--- config.mk ---
export PLATFORM = sky130hd
export DESIGN_NAME = ecpu_ctrl
export DESIGN_NICKNAME = d
export VERILOG_FILES = /design/src/rtl/core/ecpu_pkg.sv /design/src/rtl/core/ecpu_ctrl.sv
export SDC_FILE = /design/constraint.sdc
export NUM_CORES = 1
export LEC_CHECK = 0
export ABC_AREA = 1
export BUFFER_PORTS_ARGS = -buffer_cell sky130_fd_sc_hd__buf_2
export CAP_MARGIN = 15
export CORE_AREA = 2 2 51 53
export DETAILED_ROUTE_END_ITERATION = 8
export DIE_AREA = 0 0 53 55
export GPL_TIMING_DRIVEN = 0
export PLACE_DENSITY = 0.72
export SETUP_SLACK_MARGIN = 0.1
export SKIP_CTS_REPAIR_TIMING = 1
export SKIP_LAST_GASP = 1
export SLEW_MARGIN = 30
export SYNTH_ARGS = -nofsm -noshare
export SYNTH_HDL_FRONTEND = slang
export SYNTH_SLANG_ARGS = --single-unit
export TNS_END_PERCENT = 1
--- constraint.sdc ---
create_clock -name clk -period 1.5 [get_ports clk]
set_clock_uncertainty 0.15 [all_clocks]
set_input_delay 0.3 -clock clk [delete_from_list [all_inputs] [get_ports clk]]
set_output_delay 0.3 -clock clk [all_outputs]
set_load 0.02 [all_outputs]
--- src/rtl/core/ecpu_pkg.sv ---
// shared types, constants and helpers for the euler camera pose unit
`timescale 1ns / 1ps
package ecpu_pkg;

    localparam int ANGLE_BITS_DEF      = 16;
    localparam int TRIG_ITERATIONS_DEF = 14;
    localparam int ATAN_LEN            = 24;

    localparam logic signed [33:0] CORDIC_X0 = 34'sd652032874;
    localparam logic signed [15:0] ONE_Q14   = 16'sd16384;
    localparam logic signed [15:0] MONE_Q14  = -16'sd16384;

    typedef enum logic [2:0] {
        ACT_RESET  = 3'd0,
        ACT_SETROT = 3'd1,
        ACT_MOVEBY = 3'd2,
        ACT_MOVETO = 3'd3,
        ACT_FWD    = 3'd4,
        ACT_STRAFE = 3'd5
    } action_t;

    // datapath operation codes
    typedef enum logic [3:0] {
        OP_NONE,
        OP_LOAD,      // latch the input item
        OP_RESET,     // restore reset state
        OP_SETROT,    // store new angles
        OP_TRIG,      // start sine/cosine for angle at trig_sel
        OP_VIEWUP,    // one product step for view/up, index idx
        OP_DIR,       // one product step for strafe direction, index idx
        OP_MOVE,      // one per-axis move step, index axis
        OP_MOVEBY,    // one per-axis add of the move vector, index axis
        OP_MOVETO     // position becomes the target
    } op_t;

    typedef struct packed {
        op_t        op;
        logic [1:0] trig_sel;
        logic [2:0] idx;
        logic       fwd;
    } cmd_t;

    typedef struct packed {
        logic trig_busy;
    } sts_t;

    function automatic logic signed [33:0] atan_val(input int i);
        logic signed [33:0] t;
        case (i)
            0:  t = 34'sh20000000;
            1:  t = 34'sh12E4051E;
            2:  t = 34'sh09FB385B;
            3:  t = 34'sh051111D4;
            4:  t = 34'sh028B0D43;
            5:  t = 34'sh0145D7E1;
            6:  t = 34'sh00A2F61E;
            7:  t = 34'sh00517C55;
            8:  t = 34'sh0028BE53;
            9:  t = 34'sh00145F2F;
            10: t = 34'sh000A2F98;
            11: t = 34'sh000517CC;
            12: t = 34'sh00028BE6;
            13: t = 34'sh000145F3;
            14: t = 34'sh0000A2FA;
            15: t = 34'sh0000517D;
            16: t = 34'sh000028BE;
            17: t = 34'sh0000145F;
            18: t = 34'sh00000A30;
            19: t = 34'sh00000518;
            20: t = 34'sh0000028C;
            21: t = 34'sh00000146;
            22: t = 34'sh000000A3;
            23: t = 34'sh00000051;
            default: t = '0;
        endcase
        return t;
    endfunction

    function automatic logic signed [15:0] clamp_q14(input logic signed [35:0] v);
        if (v > 36'sd16384)
            return ONE_Q14;
        else if (v < -36'sd16384)
            return MONE_Q14;
        else
            return v[15:0];
    endfunction

    function automatic logic signed [31:0] sat32(input logic signed [33:0] v);
        if (v > 34'sd2147483647)
            return 32'sh7FFFFFFF;
        else if (v < -34'sd2147483648)
            return 32'sh80000000;
        else
            return v[31:0];
    endfunction

endpackage

--- src/rtl/core/ecpu_ctrl.sv ---
// sequencer for the camera pose unit
`timescale 1ns / 1ps
module ecpu_ctrl
    import ecpu_pkg::*;
(
    input  logic       clk,
    input  logic       rst_n,
    input  logic       in_fire,
    input  logic [2:0] in_action,
    input  logic       out_fire,
    input  sts_t       sts,
    output cmd_t       cmd,
    output logic       in_ready,
    output logic       out_valid
);

    typedef enum logic [6:0] {
        S_IDLE = 7'b0000001,
        S_DEC  = 7'b0000010,
        S_TRIG = 7'b0000100,
        S_WAIT = 7'b0001000,
        S_PROD = 7'b0010000,
        S_MOVE = 7'b0100000,
        S_OUT  = 7'b1000000
    } state_t;

    state_t     state_reg, state_next;
    logic [2:0] act_reg, act_next;
    logic [1:0] tsel_reg, tsel_next;
    logic [2:0] idx_reg, idx_next;
    logic       first_reg, first_next;

    always_comb
    begin
        state_next = state_reg;
        act_next   = act_reg;
        tsel_next  = tsel_reg;
        idx_next   = idx_reg;
        first_next = first_reg;
        cmd        = '{op: OP_NONE, trig_sel: tsel_reg, idx: idx_reg,
                       fwd: (act_reg == ACT_FWD)};
        unique case (state_reg)
            S_IDLE:
                if (in_fire)
                begin
                    cmd.op     = OP_LOAD;
                    act_next   = in_action;
                    state_next = S_DEC;
                end
            S_DEC:
            begin
                tsel_next  = '0;
                idx_next   = '0;
                state_next = S_OUT;
                case (act_reg) inside
                    ACT_RESET:  cmd.op = OP_RESET;
                    ACT_SETROT:
                    begin
                        cmd.op     = OP_SETROT;
                        state_next = S_TRIG;
                    end
                    ACT_MOVEBY, ACT_FWD: state_next = S_MOVE;
                    ACT_MOVETO: cmd.op = OP_MOVETO;
                    ACT_STRAFE: state_next = S_TRIG;
                    default: ;
                endcase
            end
            S_TRIG:
            begin
                cmd.op     = OP_TRIG;
                first_next = 1'b1;
                state_next = S_WAIT;
            end
            S_WAIT:
            begin
                first_next = 1'b0;
                // result register loads the cycle busy drops
                if (!first_reg && !sts.trig_busy)
                begin
                    if (tsel_reg == 2'd2)
                        state_next = S_PROD;
                    else
                    begin
                        tsel_next  = tsel_reg + 1'b1;
                        state_next = S_TRIG;
                    end
                end
            end
            S_PROD:
            begin
                cmd.op = (act_reg == ACT_SETROT) ? OP_VIEWUP : OP_DIR;
                if ((act_reg == ACT_SETROT && idx_reg == 3'd4) ||
                    (act_reg != ACT_SETROT && idx_reg == 3'd2))
                begin
                    idx_next   = '0;
                    state_next = (act_reg == ACT_SETROT) ? S_OUT : S_MOVE;
                end
                else
                    idx_next = idx_reg + 1'b1;
            end
            S_MOVE:
            begin
                cmd.op = (act_reg == ACT_MOVEBY) ? OP_MOVEBY : OP_MOVE;
                if (idx_reg == 3'd2)
                    state_next = S_OUT;
                else
                    idx_next = idx_reg + 1'b1;
            end
            S_OUT:
                if (out_fire)
                    state_next = S_IDLE;
            default: state_next = S_IDLE;
        endcase
    end

    always_ff @(posedge clk or negedge rst_n)
    begin
        if (!rst_n)
        begin
            state_reg <= S_IDLE;
            act_reg   <= '0;
            tsel_reg  <= '0;
            idx_reg   <= '0;
            first_reg <= 1'b0;
        end
        else
        begin
            state_reg <= state_next;
            act_reg   <= act_next;
            tsel_reg  <= tsel_next;
            idx_reg   <= idx_next;
            first_reg <= first_next;
        end
    end

    assign in_ready  = (state_reg == S_IDLE);
    assign out_valid = (state_reg == S_OUT);

endmodule

==> impl_metrics.json <==
{
  "track_usage": 0.1933,
  "timing.rr.start": "idx_reg[0]",
  "yosys_register_bits": 16,
  "crit_path_max_fanout": 5,
  "hpwlAfterDp_mm": 1.928,
  "setup_slack_ns": -0.5364,
  "portBuffers": 19,
  "ant_nets": 0,
  "cpMostUsedCell": "nor2_4",
  "wl_per_cell_microns": 12.17,
  "worst_path_max_delay_cell": "dfrtp_1",
  "ir_drop_mv": 1.213,
  "synth_cells": 151,
  "synth_warnings": 0,
  "antenna_found_initial": 0,
  "drt_iter0_drc": 8,
  "final_area_sq_um": 1430,
  "area_growth_pct": 29.89,
  "clk_latency_ns": 0.30,
  "cts.sinks": 16,
  "max_freq_mhz": 491.1,
  "ys_async_sr_fraction": 1.000,
  "gp_congestion": 0.8217,
  "drive_gt1_frac": 0.4286,
  "cpPeakStageDelay_ns": 0.43,
  "violations": "setup timing",
  "cts.htree.levels": 1,
  "reg2reg_to": "state_reg[6]",
  "p_per_area_nw_per_um2": 1710,
  "setup_viol": 15,
  "final_cell_mix": "38 x nand2_1, 17 x buf_2, 16 x inv_1",
  "drv_cap": 0,
  "dieWidth_microns": 53,
  "finalCritPeriodShare": 1.358,
  "drc": 0,
  "die_y_microns": 55,
  "rows": 18,
  "grt_pass1_wl_mm": 4.029,
  "leakage_nw": 0.7535,
  "synth_edf_count": 0,
  "routed_wl_mm": 2.580,
  "grt_max_degree": 17,
  "nets": 195,
  "rsz0062_at_grt": "true",
  "clock_path_buffers": 2,
  "hold_end": "act_reg[0]",
  "pin_count": 20,
  "via_count": 1069,
  "core_sq_um": 2365,
  "status": "complete, but fails checks",
  "worst_pin_slew_ns": 0.3796,
  "place_area_sq_um": 1297,
  "required_ns": 1.05,
  "die_area_sq_um": 2915,
  "seq_area_frac_synth": 0.3648,
  "layout.cells.non_filler": 212,
  "cts-root-buf": "clkbuf_4",
  "crit_type": "reg2out",
  "period_minus_slack_ns": 2.036,
  "initial_core_util": 0.4656,
  "drt-vias-per-instance": 5.042,
  "final_common_cell": "nand2_1",
  "synth_cell_types": 23,
  "syn_avg_cell_area_sq_um": 7.292,
  "reg2reg_depth": 10,
  "min_delay_path_depth": 3,
  "dr.pass1.iters": 4,
  "worstPathCellList": "nor2_4 > nand2_4 > nor2_4 > inv_2 > o2111ai_4 > buf_6",
  "clk_pin_slew_worst_paths_ns": 0.09,
  "dp_cells": 200,
  "crit_arrival_ns": 1.59,
  "finalHoldViolCount": 0,
  "slew-limit-headroom": 0.7469,
  "synthesis.nets": 163,
  "diodes": 0,
  "startpoint_type": "flop",
  "overflow": 0,
  "grt_pass1_vias": 999,
  "drv_slew": 0,
  "largest_reg_flops": 7,
  "netlist_area_sq_um": 1101,
  "r2r_slack_ns": -0.14,
  "end_kind": "primary output",
  "worstHoldStart": "in_action[0]",
  "hp-class": "in2reg",
  "cts_tree": "built",
  "cts_made_buffers": 3,
  "synth_flop_cell": "dfrtp_1"
}
==> kinds of logic after synthesis <==
family | count (synthesis) | synth area share
flip-flops | 16 | 0.3648
adder cells (fa/ha/maj) | 4 | 0.04546
XOR/XNOR | 1 | 0.007956
AO/OA/AOI/OAI | 11 | 0.05455
buffers and inverters | 27 | 0.09205
AND/OR/NAND/NOR | 92 | 0.4352
==> worst max-delay path, delay by kind of cell, from the launching register on <==
| family | cells | cell delay [ns] |
|---|---|---|
| simple gates | 3 | 0.44 |
| flops | 1 | 0.43 |
| buf+inv | 2 | 0.22 |
| compound gates | 1 | 0.19 |
==> per-layer routing <==
layer / GRT usage / wire length, microns / vias to the layer above
li1: - / - / 540
met1: 0.2137 / 1070 / 502
met2: 0.3646 / 1379 / 22
met3: 0.02419 / 87 / 5
met4: 0.09829 / 42 / 0
met5: 0 / 0 / -
==> synth_stat cells (5+ instances only) <==
master / number / area share
nand2_1: 41 / 0.14
nand3_2: 5 / 0.045
inv_2: 6 / 0.020
o21ai_0: 5 / 0.023
dfrtp_1: 15 / 0.34
nor2_2: 5 / 0.028
inv_1: 21 / 0.072
nand3_1: 14 / 0.064
nor2_1: 9 / 0.031
nand2_2: 7 / 0.040
==> per-stage QoR <==
step | setup slack, ns | hold WS [ns] | util | total power, mW | setup TNS (ns)
6_report | -0.5364 | 0.04572 | 0.6048 | 2.445 | -3.931
5_1_grt | -0.6082 | 0.08340 | 0.6048 | 2.663 | -6.086
4_1_cts | -0.6075 | -0.2335 | 0.5598 | 2.279 | -3.945
3_5_place_dp | -0.2748 | 0.08958 | 0.5487 | 2.029 | -1.552
3_3_place_gp | -0.2490 | 0.08772 | 0.5487 | 1.981 | -1.133
2_1_floorplan | -0.06204 | -0.1456 | - | 1.718 | -0.3534
==> final cells by class <==
| cell class | count | area (sq um) |
|---|---|---|
| inverter | 27 | 101.3 |
| multi-input combinational | 108 | 695.7 |
| clock buffer | 4 | 26.28 |
| timing repair buffer | 27 | 166.4 |
| tap | 30 | 37.54 |
| sequential | 16 | 402.9 |
| fill | 223 | 934.6 |
==> worst max-delay path by stage <==
stage | startpoint | to | depth (start not counted)
after floorplan | state_reg[5] | cmd[6] | 5
after global placement | act_reg[1] | cmd[6] | 6
after detailed placement | state_reg[3] | cmd[6] | 6
after CTS | state_reg[3] | cmd[6] | 6
after global routing | state_reg[1] | cmd[9] | 7
final | state_reg[2] | cmd[6] | 6
==> power breakdown <==
| part | total (mW) | switching (mW) | internal, mW |
|---|---|---|---|
| sequential | 0.732 | 0.151 | 0.581 |
| combinational | 1.46 | 0.945 | 0.517 |
| clock | 0.251 | 0.147 | 0.104 |
| total | 2.45 | 1.24 | 1.20 |
(Power assumes the default switching activity.)
